## src/sv/mbim_pkg.sv

```systemverilog
package mbim_pkg;

	localparam int CmdDepthDefault = 2;
	localparam int ResDepthDefault = 2;

	localparam logic [15:0] ADDR_MASK       = 16'hE001;
	localparam logic [15:0] ADDR_SELECT     = 16'h8000;
	localparam logic [15:0] ADDR_BANK_DATA  = 16'h8001;
	localparam logic [15:0] ADDR_MIRROR     = 16'hA000;
	localparam logic [15:0] ADDR_IRQ_COUNT  = 16'hC000;
	localparam logic [15:0] ADDR_IRQ_RELOAD = 16'hC001;
	localparam logic [15:0] ADDR_IRQ_OFF    = 16'hE000;
	localparam logic [15:0] ADDR_IRQ_ON     = 16'hE001;

	localparam logic OP_WRITE = 1'b0;
	localparam logic OP_TICK  = 1'b1;

	localparam logic [7:0] CFG_BANK_COUNT  = 8'd0;
	localparam logic [7:0] CFG_FOUR_SCREEN = 8'd1;

	localparam logic [2:0] SEL_OUTER = 3'd0;
	localparam logic [2:0] SEL_PRG6  = 3'd6;
	localparam logic [2:0] SEL_PRG7  = 3'd7;

	localparam logic [7:0] UPPER_C_BASE = 8'h3E;
	localparam logic [7:0] UPPER_E_BASE = 8'h3F;
	localparam logic [7:0] RESET_BANK_COUNT = 8'd32;
	localparam logic [7:0] RESET_PRG_HIGH   = 8'd1;

	localparam logic [1:0] MIRROR_NONE = 2'd0;
	localparam logic [1:0] MIRROR_VERT = 2'd1;
	localparam logic [1:0] MIRROR_HORZ = 2'd2;

	typedef logic [3:0] cmd_kind_t;

	localparam cmd_kind_t CMD_NONE       = 4'd0;
	localparam cmd_kind_t CMD_SELECT     = 4'd1;
	localparam cmd_kind_t CMD_BANK       = 4'd2;
	localparam cmd_kind_t CMD_MIRROR     = 4'd3;
	localparam cmd_kind_t CMD_IRQ_COUNT  = 4'd4;
	localparam cmd_kind_t CMD_IRQ_RELOAD = 4'd5;
	localparam cmd_kind_t CMD_IRQ_OFF    = 4'd6;
	localparam cmd_kind_t CMD_IRQ_ON     = 4'd7;
	localparam cmd_kind_t CMD_TICK       = 4'd8;

	typedef struct packed {
		cmd_kind_t  kind;
		logic [7:0] data;
	} cmd_t;

	typedef struct packed {
		logic [7:0] bank_window_8000;
		logic [7:0] bank_window_a000;
		logic [7:0] bank_window_c000;
		logic [7:0] bank_window_e000;
		logic [1:0] mirroring;
		logic       irq_line;
	} res_t;

	function automatic logic [7:0] last_bank(input logic [7:0] count);
		return {count[6:0], 1'b0} - 8'd1;
	endfunction

endpackage

```

## src/sv/mmc3_like_bank_irq_mapper.sv

```systemverilog
// Channel   Handshake           Payload
// input     push / full         opcode, cpu_address, write_data, in_vblank
// result    empty / pop         bank_window_8000/a000/c000/e000, mirroring, irq_line
// config    cfg_valid/cfg_ready cfg_index, cfg_data
//
// One request per cycle is sustained while the result side keeps popping; each request yields one result.
// An accepted request waits in the command queue until the back end takes it, which it does
// only while the result queue has room, and writes its result into the result queue.
// Stalls on the result side fill the result queue, then the command queue,
// and only then raise full. Reset is asynchronous and leaves both queues empty.
// A configuration write waits while the command queue still holds a request.
module mmc3_like_bank_irq_mapper #(
	parameter int CMD_DEPTH = mbim_pkg::CmdDepthDefault,
	parameter int RES_DEPTH = mbim_pkg::ResDepthDefault
) (
	input  logic        clk,
	input  logic        arst_n,
	input  logic        push,
	output logic        full,
	input  logic        opcode,
	input  logic [15:0] cpu_address,
	input  logic [7:0]  write_data,
	input  logic        in_vblank,
	output logic        empty,
	input  logic        pop,
	output logic [7:0]  bank_window_8000,
	output logic [7:0]  bank_window_a000,
	output logic [7:0]  bank_window_c000,
	output logic [7:0]  bank_window_e000,
	output logic [1:0]  mirroring,
	output logic        irq_line,
	input  logic        cfg_valid,
	output logic        cfg_ready,
	input  logic [7:0]  cfg_index,
	input  logic [7:0]  cfg_data
);
	import mbim_pkg::*;

	cmd_t cmd;
	logic cmd_empty;
	logic cmd_pop;
	res_t res;

	assign cfg_ready = cmd_empty;

	mbim_front #(
		.CMD_DEPTH(CMD_DEPTH)
	) u_front (
		.clk        (clk),
		.arst_n     (arst_n),
		.push       (push),
		.full       (full),
		.opcode     (opcode),
		.cpu_address(cpu_address),
		.write_data (write_data),
		.in_vblank  (in_vblank),
		.cmd_pop    (cmd_pop),
		.cmd        (cmd),
		.cmd_empty  (cmd_empty)
	);

	mbim_back #(
		.RES_DEPTH(RES_DEPTH)
	) u_back (
		.clk      (clk),
		.arst_n   (arst_n),
		.cmd      (cmd),
		.cmd_empty(cmd_empty),
		.cmd_pop  (cmd_pop),
		.cfg_write(cfg_valid && cfg_ready),
		.cfg_index(cfg_index),
		.cfg_data (cfg_data),
		.pop      (pop),
		.res      (res),
		.empty    (empty)
	);

	assign bank_window_8000 = res.bank_window_8000;
	assign bank_window_a000 = res.bank_window_a000;
	assign bank_window_c000 = res.bank_window_c000;
	assign bank_window_e000 = res.bank_window_e000;
	assign mirroring        = res.mirroring;
	assign irq_line         = res.irq_line;

endmodule

```

## src/sv/mbim_fifo.sv

```systemverilog
module mbim_fifo #(
	parameter int WIDTH = 8,
	parameter int DEPTH = 2
) (
	input  logic             clk,
	input  logic             arst_n,
	input  logic             push,
	input  logic [WIDTH-1:0] wdata,
	output logic             full,
	input  logic             pop,
	output logic [WIDTH-1:0] rdata,
	output logic             empty
);
	localparam int AW = (DEPTH > 1) ? $clog2(DEPTH) : 1;
	localparam int CW = $clog2(DEPTH + 1);

	logic [WIDTH-1:0] mem_q [DEPTH];
	logic [AW-1:0]    wr_ptr_q;
	logic [AW-1:0]    rd_ptr_q;
	logic [CW-1:0]    count_q;
	logic             do_push;
	logic             do_pop;

	assign full    = (count_q == CW'(DEPTH));
	assign empty   = (count_q == '0);
	assign do_push = push && !full;
	assign do_pop  = pop && !empty;
	assign rdata   = mem_q[rd_ptr_q];

	always_ff @(posedge clk) begin
		if (do_push) begin
			mem_q[wr_ptr_q] <= wdata;
		end
	end

	always_ff @(posedge clk or negedge arst_n) begin
		if (!arst_n) begin
			wr_ptr_q <= '0;
			rd_ptr_q <= '0;
			count_q  <= '0;
		end else begin
			if (do_push) begin
				wr_ptr_q <= (wr_ptr_q == AW'(DEPTH - 1)) ? '0 : wr_ptr_q + 1'b1;
			end
			if (do_pop) begin
				rd_ptr_q <= (rd_ptr_q == AW'(DEPTH - 1)) ? '0 : rd_ptr_q + 1'b1;
			end
			if (do_push && !do_pop) begin
				count_q <= count_q + 1'b1;
			end else if (do_pop && !do_push) begin
				count_q <= count_q - 1'b1;
			end
		end
	end

endmodule

```

## src/sv/mbim_front.sv

```systemverilog
module mbim_front #(
	parameter int CMD_DEPTH = 2
) (
	input  logic          clk,
	input  logic          arst_n,
	input  logic          push,
	output logic          full,
	input  logic          opcode,
	input  logic [15:0]   cpu_address,
	input  logic [7:0]    write_data,
	input  logic          in_vblank,
	input  logic          cmd_pop,
	output mbim_pkg::cmd_t cmd,
	output logic          cmd_empty
);
	import mbim_pkg::*;

	cmd_t        cmd_d;
	logic [15:0] addr_dec;

	assign addr_dec = cpu_address & ADDR_MASK;

	always_comb begin
		cmd_d.data = write_data;
		cmd_d.kind = CMD_NONE;
		if (opcode == OP_TICK) begin
			if (!in_vblank) begin
				cmd_d.kind = CMD_TICK;
			end
		end else begin
			case (addr_dec)
				ADDR_SELECT:     cmd_d.kind = CMD_SELECT;
				ADDR_BANK_DATA:  cmd_d.kind = CMD_BANK;
				ADDR_MIRROR:     cmd_d.kind = CMD_MIRROR;
				ADDR_IRQ_COUNT:  cmd_d.kind = CMD_IRQ_COUNT;
				ADDR_IRQ_RELOAD: cmd_d.kind = CMD_IRQ_RELOAD;
				ADDR_IRQ_OFF:    cmd_d.kind = CMD_IRQ_OFF;
				ADDR_IRQ_ON:     cmd_d.kind = CMD_IRQ_ON;
				default:         cmd_d.kind = CMD_NONE;
			endcase
		end
	end

	mbim_fifo #(
		.WIDTH($bits(cmd_t)),
		.DEPTH(CMD_DEPTH)
	) u_cmd_fifo (
		.clk   (clk),
		.arst_n(arst_n),
		.push  (push),
		.wdata (cmd_d),
		.full  (full),
		.pop   (cmd_pop),
		.rdata (cmd),
		.empty (cmd_empty)
	);

endmodule

```

## src/sv/mbim_back.sv

```systemverilog
module mbim_back #(
	parameter int RES_DEPTH = 2
) (
	input  logic           clk,
	input  logic           arst_n,
	input  mbim_pkg::cmd_t cmd,
	input  logic           cmd_empty,
	output logic           cmd_pop,
	input  logic           cfg_write,
	input  logic [7:0]     cfg_index,
	input  logic [7:0]     cfg_data,
	input  logic           pop,
	output mbim_pkg::res_t res,
	output logic           empty
);
	import mbim_pkg::*;

	logic       four_screen_q;
	logic [2:0] select_q,   select_d;
	logic [7:0] prg_low_q,  prg_low_d;
	logic [7:0] prg_high_q, prg_high_d;
	logic [7:0] outer_q,    outer_d;
	logic [7:0] upper_c_q,  upper_c_d;
	logic [7:0] upper_e_q,  upper_e_d;
	logic [1:0] mirror_q,   mirror_d;
	logic       irq_en_q,   irq_en_d;
	logic [7:0] irq_cnt_q,  irq_cnt_d;
	logic [7:0] irq_rld_q,  irq_rld_d;
	logic       irq_pend_q, irq_pend_d;
	logic       res_full;
	logic [7:0] cfg_last;
	res_t       res_d;

	assign cmd_pop  = !cmd_empty && !res_full;
	assign cfg_last = last_bank(cfg_data);

	always_comb begin
		select_d   = select_q;
		prg_low_d  = prg_low_q;
		prg_high_d = prg_high_q;
		outer_d    = outer_q;
		upper_c_d  = upper_c_q;
		upper_e_d  = upper_e_q;
		mirror_d   = mirror_q;
		irq_en_d   = irq_en_q;
		irq_cnt_d  = irq_cnt_q;
		irq_rld_d  = irq_rld_q;
		irq_pend_d = irq_pend_q;
		case (cmd.kind)
			CMD_SELECT: begin
				select_d = cmd.data[2:0];
			end
			CMD_BANK: begin
				if (select_q == SEL_OUTER) begin
					outer_d   = {1'b0, cmd.data[1], 6'b0};
					upper_c_d = UPPER_C_BASE | outer_d;
					upper_e_d = UPPER_E_BASE | outer_d;
				end else if (select_q == SEL_PRG6) begin
					prg_low_d = cmd.data;
				end else if (select_q == SEL_PRG7) begin
					prg_high_d = cmd.data;
				end
			end
			CMD_MIRROR: begin
				if (!four_screen_q) begin
					mirror_d = cmd.data[0] ? MIRROR_HORZ : MIRROR_VERT;
				end
			end
			CMD_IRQ_COUNT: begin
				irq_cnt_d  = cmd.data;
				irq_pend_d = 1'b0;
			end
			CMD_IRQ_RELOAD: begin
				irq_rld_d  = cmd.data;
				irq_pend_d = 1'b0;
			end
			CMD_IRQ_OFF: begin
				irq_en_d   = 1'b0;
				irq_pend_d = 1'b0;
			end
			CMD_IRQ_ON: begin
				irq_en_d   = 1'b1;
				irq_pend_d = 1'b0;
			end
			CMD_TICK: begin
				if (irq_en_q && !irq_pend_q) begin
					if (irq_cnt_q == '0) begin
						irq_pend_d = 1'b1;
						irq_cnt_d  = irq_rld_q;
					end else begin
						irq_cnt_d = irq_cnt_q - 8'd1;
					end
				end
			end
			default: begin
			end
		endcase
	end

	always_comb begin
		res_d.bank_window_8000 = prg_low_d | outer_d;
		res_d.bank_window_a000 = prg_high_d | outer_d;
		res_d.bank_window_c000 = upper_c_d;
		res_d.bank_window_e000 = upper_e_d;
		res_d.mirroring        = mirror_d;
		res_d.irq_line         = irq_pend_d;
	end

	always_ff @(posedge clk or negedge arst_n) begin
		if (!arst_n) begin
			four_screen_q <= 1'b0;
			select_q      <= '0;
			prg_low_q     <= '0;
			prg_high_q    <= RESET_PRG_HIGH;
			outer_q       <= '0;
			upper_c_q     <= last_bank(RESET_BANK_COUNT) - 8'd1;
			upper_e_q     <= last_bank(RESET_BANK_COUNT);
			mirror_q      <= MIRROR_NONE;
			irq_en_q      <= 1'b0;
			irq_cnt_q     <= '0;
			irq_rld_q     <= '0;
			irq_pend_q    <= 1'b0;
		end else if (cfg_write) begin
			if (cfg_index == CFG_BANK_COUNT) begin
				upper_c_q    <= cfg_last - 8'd1;
				upper_e_q    <= cfg_last;
			end else if (cfg_index == CFG_FOUR_SCREEN) begin
				four_screen_q <= cfg_data[0];
			end
		end else if (cmd_pop) begin
			select_q   <= select_d;
			prg_low_q  <= prg_low_d;
			prg_high_q <= prg_high_d;
			outer_q    <= outer_d;
			upper_c_q  <= upper_c_d;
			upper_e_q  <= upper_e_d;
			mirror_q   <= mirror_d;
			irq_en_q   <= irq_en_d;
			irq_cnt_q  <= irq_cnt_d;
			irq_rld_q  <= irq_rld_d;
			irq_pend_q <= irq_pend_d;
		end
	end

	mbim_fifo #(
		.WIDTH($bits(res_t)),
		.DEPTH(RES_DEPTH)
	) u_res_fifo (
		.clk   (clk),
		.arst_n(arst_n),
		.push  (cmd_pop),
		.wdata (res_d),
		.full  (res_full),
		.pop   (pop),
		.rdata (res),
		.empty (empty)
	);

endmodule

```

## config.mk

```make
export PLATFORM = sky130hd
export DESIGN_NAME = mmc3_like_bank_irq_mapper
export DESIGN_NICKNAME = d
export VERILOG_FILES = /design/src/sv/mbim_pkg.sv /design/src/sv/mmc3_like_bank_irq_mapper.sv /design/src/sv/mbim_fifo.sv /design/src/sv/mbim_front.sv /design/src/sv/mbim_back.sv
export SDC_FILE = /design/constraint.sdc
export NUM_CORES = 1
export LEC_CHECK = 0
export ABC_AREA = 1
export BUFFER_PORTS_ARGS = -buffer_cell sky130_fd_sc_hd__buf_4
export CAP_MARGIN = 20
export CORE_MARGIN = 2
export CORE_UTILIZATION = 45
export CTS_CLUSTER_SIZE = 8
export DETAILED_ROUTE_END_ITERATION = 10
export GPL_TIMING_DRIVEN = 0
export PLACE_DENSITY = 0.7
export SLEW_MARGIN = 15
export SYNTH_ARGS = -nofsm -noshare
export SYNTH_HDL_FRONTEND = slang
export SYNTH_HIERARCHICAL = 1
export SYNTH_SLANG_ARGS = --single-unit
```

## constraint.sdc

```tcl
create_clock -name clk -period 9.3 [get_ports clk]
set_clock_uncertainty 0.2 [all_clocks]
set_input_delay 1.86 -clock clk [delete_from_list [all_inputs] [get_ports clk]]
set_output_delay 1.86 -clock clk [all_outputs]
set_load 0.05 [all_outputs]
```

==> results.txt, run 1 <==
----------------------------------------------------
[Critical path]
  Crit path DAT ... 1.64 ns
  Crit path kind ... reg -> out
  Crit-path max FO ... 10
  Crit Reg-Reg Startpoint ... u_front/u_cmd_fifo/rd_ptr_q$_DFFE_PN0P_
  Worst Path Required ... 7.24 ns
  CP endpoint kind ... primary output
  Launching element type of the critical path ... flop
  Worst Reg-to-Reg Cells ... 10
  Setup slack on the worst flop-to-flop path ... 6.47 ns
  End of the worst register-to-register path ... u_back/u_res_fifo/mem_q[1][21]$_DFFE_PP_

[Final layout]
  Share of layout cells above drive strength 1 ... 15.8%
  Antenna Cells ... 0
  Most common library cell in the layout ignoring fill and taps ... nand2_1
  Area added between synthesis and finish ... 19.0%
  Commonest non-fill, non-tap cells in the layout ... nand2_1, edfxtp_1, inv_1
  Total of fill cells in the finished design ... 1490
  Net total in the final layout ... 999

[Timing]
  Setup repair after global routing missed its margin ... no
  Final setup fails ... 0
  Final period demand of the worst path ... 3.70 ns
  Slew Limit Fails ... 0
  Transition time of the tightest slew-check pin ... 0.934 ns
  Max-slew headroom at the worst pin ... 37.7%
  Worst path setup slack after routing ... 5.60 ns
  Final hold violation count ... 0
  Maximum operating frequency ... 0.270 GHz
  Tcrit/Tclk final ... 39.8%
  Total negative slack ... 0 ns

[CTS]
  Number of sinks on the clock net ... 166
  Skew-Pair Late Insertion Delay ... 0.43 ns
  Hold buffers post-CTS ... 0
  Worst-case clock buffer depth ... 2
  Clock input transition at the sequential cells of the worst setup and hold paths ... 0.06 ns
  Buffers inserted during post-CTS setup optimization ... 0
  H-tree levels ... 4
  Clock root cell ... clkbuf_16
  Inserted Clock Buffers ... 17
  CTS tree ... yes
  Count of instances resized after the clock tree is built ... 0

[Min path]
  Sink of the worst hold path ... u_back/outer_q[5]$_DFFE_PN0P_
  Min-Delay Startpoint ... u_back/outer_q[5]$_DFFE_PN0P_
  Type of the tightest min-delay check ... reg -> reg
  Number of stages on the worst hold path ... 2

[Routing]
  Wirelength, routed ... 15.7 mm
  Wire per inst ... 13.3 um
  Drt pass-1 iters ... 5
  Remaining antenna violation count after routing ... 0
  Initial DRC Count ... 468
  Via Count ... 5720
  Remaining DRCs ... 0
  Average via count per standard cell ... 4.85

[Synth]
  Flops & latches, synth ... 166
  Netlist area before placement ... 7590 um2
  Synth Flop Type ... edfxtp_1
  Distinct cells, synth ... 36
  Net Count, Synth ... 907
  Post-synthesis area per instance ... 8.87 um2
  Number of warnings printed during yosys synthesis ... 6
  Share of the yosys chip area belonging to registers ... 61.1%
  Async set-reset flop share out of synthesis ... 43.4%
  Number of cells produced by synthesis ... 855
  Count of flip-flops with a built-in enable after synthesis ... 94

[Run]
  # Max-Cap Violations ... 0

[Pwr]
  Clock share of power ... 19.2%
  Switching Power ... 0.00160 W
  Leakage power summed over all cells ... 4.44 nW
  Reg power frac ... 35.0%
  Max IR drop VDD ... 198 uV
  Design internal power ... 0.00202 W
  Power density of the placed cells ... 401 nW/um2
  Switching part of the total power ... 44.2%
  Logic pwr share ... 45.8%

[Floorplan]
  Initial Utilization ... 45.9%
  Die ar. ... 17900 um2
  Die height ... 134 um
  Die width ... 134 um
  Area of the placeable core ... 16500 um2
  Number of ports placed on the die boundary ... 85
  Core Rows ... 47

[Place]
  Post-detail-place hpwl ... 11.2 mm
  Dpl ws ... 5.47 ns
  PortBufs ... 71
  Gpl congestion ... 0.865

[Global routing]
  Number of antenna violations at the first check in global routing ... 0
  Wire length of the first global-routing pass ... 26.0 mm
  Total global routing track utilization ... 18.4%
  Overflow left after global routing ... 0
  Vias in the first global route ... 5361
  Maximum number of pins on one net before global-route repair ... 73

[Status]
  Run status ... completed

----------------------------------------------------
## area by class of cell
class	count	area [um2]	area share, %
multi-input cells	565	2450	27.1
repair buffers	73	568	6.29
flip-flops and latches	166	4640	51.4
plain buffers	25	131	1.45
clock inverters	15	168	1.86
inverters	99	374	4.14
well taps	220	275	3.05
clock buffers	17	425	4.71
## how the worst max path moves through the flow
stage | cells after the start | endpoint | slack, ns | startpoint
floorplan | 1 | cfg_ready | 5.93 | u_front/u_cmd_fifo/count_q[0]$_DFFE_PN0P_
global placement | 4 | u_back/u_res_fifo/mem_q[1][6]$_DFFE_PP_ | 5.33 | u_front/u_cmd_fifo/count_q[0]$_DFFE_PN0P_
detailed placement | 10 | u_back/prg_low_q[5]$_DFFE_PN0P_ | 5.47 | cfg_valid
CTS | 6 | bank_window_c000[5] | 5.59 | u_back/u_res_fifo/rd_ptr_q$_DFFE_PN0P_
global route | 6 | bank_window_8000[6] | 5.51 | u_back/u_res_fifo/rd_ptr_q$_DFFE_PN0P_
finish | 6 | bank_window_8000[6] | 5.60 | u_back/u_res_fifo/rd_ptr_q$_DFFE_PN0P_
## metrics by stage
stage / std cells / hold WS, ns / cell area (um2) / utilization, % / power (W)
6_report: 1180 / 0.265 / 9030 / 54.7 / 0.00362
5_1_grt: 1180 / 0.298 / 9030 / 54.7 / 0.00386
4_1_cts: 1179 / 0.269 / 9020 / 54.6 / 0.00364
3_5_place_dp: 1147 / 0.252 / 8430 / 51.0 / 0.00294
3_3_place_gp: 1146 / 0.249 / 8400 / 50.8 / 0.00289
2_1_floorplan: 855 / 0.236 / 7590 / - / 0.00244
## flip-flops by register name, indices dropped and copies added, names as in the netlist, 3 cells and up
name	count
u_back/u_res_fifo/mem_q	70
u_back/irq_cnt_q	8
u_back/prg_low_q	8
u_back/upper_e_q	8
u_back/irq_rld_q	8
u_back/select_q	3
u_back/outer_q	8
u_front/u_cmd_fifo/mem_q	24
u_back/upper_c_q	8
u_back/prg_high_q	8
## power by group through the flow
stage / Sequential, W / Clock [W] / Combinational (W)
after floorplan: 0.00125 / 0 / 0.00119
after global placement: 0.00128 / 0 / 0.00161
after detailed placement: 0.00127 / 0 / 0.00166
after CTS: 0.00126 / 0.000711 / 0.00166
after global routing: 0.00130 / 0.000738 / 0.00183
final: 0.00127 / 0.000695 / 0.00166
## kinds of logic after synthesis
family / Yosys count / share of synthesized area [%]
simple gates: 479 / 25.6
buf+inv: 124 / 6.66
compound gates: 75 / 5.11
xor+xnor: 6 / 0.693
fa+ha+maj: 5 / 0.825
flops: 166 / 61.1
## critical path, stage by stage, from the launching register on
cell and delay [ns]:
dfrtp_1 0.36, buf_4 0.17, inv_4 0.13, buf_4 0.20, nand2_1 0.07, nand2_1 0.08, buf_4 0.20
## cells in the mapped netlist, types with 2 or more instances
library cell	count	area share (%)
nand3_1	32	2.1
xnor2_1	5	0.58
nor3_1	4	0.26
clkbuf_1	6	0.30
inv_1	94	4.7
a31oi_1	2	0.16
buf_2	12	0.79
buf_4	6	0.59
o21ai_1	21	1.4
nand3b_1	2	0.20
dfstp_2	12	4.2
nor2_2	4	0.33
o211ai_1	2	0.20
ha_1	5	0.82
dfrtp_1	60	20
edfxtp_1	94	37
inv_2	3	0.15
nor4_1	3	0.25
nor2_1	58	2.9
o21ai_0	28	1.8
nand4_1	6	0.49
a21oi_1	20	1.3
nand2_1	363	18
## metal layers
metal / up-vias / part of all wire (%) / global-route usage (%) / routed length [um]
met5: - / 0 / 0 / 0
met4: 0 / 1.8 / 6.97 / 289
met3: 21 / 4.8 / 3.36 / 755
met2: 139 / 46 / 29.4 / 7260
met1: 2648 / 47 / 25.3 / 7400
li1: 2912 / - / - / -
No activity file was read; power rests on OpenSTA's default activity.
==> inputs of run 2 (changes only) <==
--- a/config.mk
+++ b/config.mk
@@ -5,7 +5,7 @@
 export SDC_FILE = /design/constraint.sdc
 export NUM_CORES = 1
 export LEC_CHECK = 0
-export ABC_AREA = 1
+export ABC_AREA = 0
 export BUFFER_PORTS_ARGS = -buffer_cell sky130_fd_sc_hd__buf_4
 export CAP_MARGIN = 20
 export CORE_MARGIN = 2
@@ -13,7 +13,7 @@
 export CTS_CLUSTER_SIZE = 8
 export DETAILED_ROUTE_END_ITERATION = 10
 export GPL_TIMING_DRIVEN = 0
-export PLACE_DENSITY = 0.7
+export PLACE_DENSITY = 0.72
 export SLEW_MARGIN = 15
 export SYNTH_ARGS = -nofsm -noshare
 export SYNTH_HDL_FRONTEND = slang
==> constraint.sdc (replaced) <==
create_clock -name clk -period 3.1 [get_ports clk]
set_clock_uncertainty 0.2 [all_clocks]
set_input_delay 0.62 -clock clk [delete_from_list [all_inputs] [get_ports clk]]
set_output_delay 0.62 -clock clk [all_outputs]
set_load 0.05 [all_outputs]
==> results.txt, run 2 <==
----------------------------------------------------
[Critical path]
  Worst Reg-to-Reg Cells ... 6
  Crit Reg-Reg Startpoint ... u_front/u_cmd_fifo/rd_ptr_q$_DFFE_PN0P_
  Crit-path max FO ... 10
  Launching element type of the critical path ... flop
  Setup slack on the worst flop-to-flop path ... 0.14 ns
  CP endpoint kind ... flop
  Crit path kind ... reg -> reg
  Crit path DAT ... 3.07 ns
  End of the worst register-to-register path ... u_back/irq_cnt_q[4]$_DFFE_PN0P_
  Worst Path Required ... 3.21 ns

[Place]
  Gpl congestion ... 0.803
  Post-detail-place hpwl ... 9.75 mm
  PortBufs ... 71

[Final layout]
  Net total in the final layout ... 668
  Total of fill cells in the finished design ... 1378
  Antenna Cells ... 0
  Commonest non-fill, non-tap cells in the layout ... edfxtp_1, buf_4, dfrtp_1
  Largest registers ranked by flip-flop count ... u_back/u_res_fifo/mem_q (70), u_front/u_cmd_fifo/mem_q (24)
  Area added between synthesis and finish ... 20.5%
  Share of layout cells above drive strength 1 ... 36.9%
  Top reg by flops ... u_back/u_res_fifo/mem_q
  Max reg flops ... 70
  Utilization after layout ... 54.9%
  Most common library cell in the layout ignoring fill and taps ... edfxtp_1

[Synth]
  Distinct cells, synth ... 67
  Share of the yosys chip area belonging to registers ... 61.8%
  Flops & latches, synth ... 166
  Number of cells produced by synthesis ... 517
  Leading post-synthesis cells by instance count ... edfxtp_1, dfrtp_1, nand2_1
  Netlist area before placement ... 7510 um2
  Net Count, Synth ... 569
  Leading cell types by total area after synthesis ... edfxtp_1, dfrtp_1, mux2_4
  Cell type with the highest aggregate area in the netlist ... edfxtp_1
  Fraction of synthesized cell area taken by the top area cell type ... 37.6%
  Count of flip-flops with a built-in enable after synthesis ... 94
  Synth Flop Type ... edfxtp_1
  Most common cell in the synthesized netlist ... edfxtp_1
  Number of warnings printed during yosys synthesis ... 6
  Async set-reset flop share out of synthesis ... 43.4%
  Post-synthesis area per instance ... 14.5 um2

[Routing]
  Remaining antenna violation count after routing ... 0
  Wirelength, routed ... 14.2 mm
  Initial DRC Count ... 319
  Wire per inst ... 16.8 um
  Average via count per standard cell ... 5.28
  Via Count ... 4484
  Remaining DRCs ... 0
  Drt pass-1 iters ... 4

[Floorplan]
  Number of ports placed on the die boundary ... 85
  Die height ... 133 um
  Die ar. ... 17700 um2
  Die width ... 133 um
  Core Rows ... 47
  Area of the placeable core ... 16500 um2
  Initial Utilization ... 45.6%

[Global routing]
  Wire length of the first global-routing pass ... 23.1 mm
  Overflow left after global routing ... 0
  Number of antenna violations at the first check in global routing ... 0
  Total global routing track utilization ... 16.9%
  Maximum number of pins on one net before global-route repair ... 73
  Vias in the first global route ... 4509

[Timing]
  Setup repair after global routing missed its margin ... no
  Final hold violation count ... 0
  Final Hold Slack ... 0.131 ns
  Maximum operating frequency ... 0.338 GHz
  Final setup fails ... 0
  Tcrit/Tclk final ... 95.4%
  Slew Limit Fails ... 0
  Max-slew headroom at the worst pin ... 37.7%
  Transition time of the tightest slew-check pin ... 0.935 ns
  Final period demand of the worst path ... 2.96 ns

[CTS]
  Skew-Pair Late Insertion Delay ... 0.42 ns
  Clock root cell ... clkbuf_16
  CTS tree ... yes
  Number of sinks on the clock net ... 166
  Inserted Clock Buffers ... 17
  Worst-case clock buffer depth ... 2
  Clock input transition at the sequential cells of the worst setup and hold paths ... 0.06 ns
  H-tree levels ... 4

[Pwr]
  Power density of the placed cells ... 1150 nW/um2
  Max IR drop VDD ... 590 uV
  Leakage power summed over all cells ... 3.77 nW

[Min path]
  Type of the tightest min-delay check ... in -> async

[Run]
  # Max-Cap Violations ... 0

[Status]
  Run status ... completed

----------------------------------------------------
## run 2: changes by cell type in the layout (fill, tap and decap cells not counted), sizes merged, moves of 16 or more
cell | previous run | this run
inv | 103 | 14
o21ai | 49 | 8
nand3 | 33 | 7
nor2 | 63 | 20
nand2 | 364 | 44
mux2i | 0 | 16
mux2 | 0 | 80
## run 2: final cells by class
| cell class | count | area [um2] | share of cell area, % |
|---|---|---|---|
| sequential | 166 | 4640 | 51.3 |
| multi-input combinational | 321 | 2710 | 29.9 |
| timing repair buffer | 80 | 626 | 6.91 |
| clock buffer | 19 | 433 | 4.78 |
| tap | 220 | 275 | 3.04 |
| clock inverter | 13 | 174 | 1.92 |
| buffer | 19 | 151 | 1.67 |
| inverter | 11 | 41.3 | 0.456 |
## run 2: worst max-delay path: stages (launching register included)
cell and delay [ns]:
dfrtp_2 0.42, buf_6 0.19, mux2_4 0.37, or4bb_1 0.60, a2111oi_4 0.68, o31ai_1 0.18
a22o_1 0.21
## run 2: cells by family after synthesis
group,count (synthesis),synth area share [%]
AOI/OAI and AO/OA,63,6.38
xor gates and xnor gates,14,1.63
adders and majority gates,5,0.833
buffers and inverters,30,2.57
DFF,166,61.8
muxes,96,16.0
and+or+nand+nor,143,10.8
## run 2: stage by stage
step / instances / cell area, um2 / total power, W / setup WS [ns] / setup TNS (ns)
after floorplan: 517 / 7510 / 0.00707 / 0.136 / 0
after global placement: 808 / 8320 / 0.00806 / -0.887 / -50.20
after detailed placement: 810 / 8370 / 0.00827 / -0.741 / -28.37
after CTS: 845 / 9010 / 0.0105 / 0.0428 / 0
after global routing: 849 / 9050 / 0.0109 / 0.0100 / 0
final: 849 / 9050 / 0.0104 / 0.141 / 0
## run 2: worst max path at each step
stage | from | to | depth (start not counted)
floorplan | u_back/u_res_fifo/count_q[0]$_DFFE_PN0P_ | u_back/u_res_fifo/mem_q[0][0]$_DFFE_PP_ | 5
detailed placement | u_front/u_cmd_fifo/rd_ptr_q$_DFFE_PN0P_ | u_back/u_res_fifo/mem_q[1][25]$_DFFE_PP_ | 8
global route | u_front/u_cmd_fifo/rd_ptr_q$_DFFE_PN0P_ | u_back/u_res_fifo/mem_q[0][29]$_DFFE_PP_ | 9
global placement | u_back/u_res_fifo/count_q[0]$_DFFE_PN0P_ | u_back/u_res_fifo/mem_q[0][29]$_DFFE_PP_ | 5
CTS | u_front/u_cmd_fifo/rd_ptr_q$_DFFE_PN0P_ | u_back/irq_cnt_q[0]$_DFFE_PN0P_ | 6
finish | u_front/u_cmd_fifo/rd_ptr_q$_DFFE_PN0P_ | u_back/irq_cnt_q[4]$_DFFE_PN0P_ | 6
## run 2: repair_timing
| action | in CTS | in global routing |
|---|---|---|
| gates cloned | 0 | 0 |
| endpoints found under the setup margin | 95 | 16 |
| setup buffers | 3 | 3 |
| gates resized for setup | 4 | 2 |
| pin swaps | 2 | 2 |
| hold buffers | 0 | 0 |
## run 2: metal layers
metal | share of wire (%) | track usage [%]
met4 | 1.8 | 7.21
met5 | 0 | 0
met1 | 44 | 21.9
met2 | 50 | 27.6
met3 | 4.3 | 3.84
## run 2: where the power goes
group | switching (W) | total [W] | internal [W] | leakage (nW)
combinational | 0.00271 | 0.00450 | 0.00179 | 1.73
sequential | 0.000351 | 0.00374 | 0.00339 | 1.75
clock | 0.000864 | 0.00214 | 0.00128 | 0.290
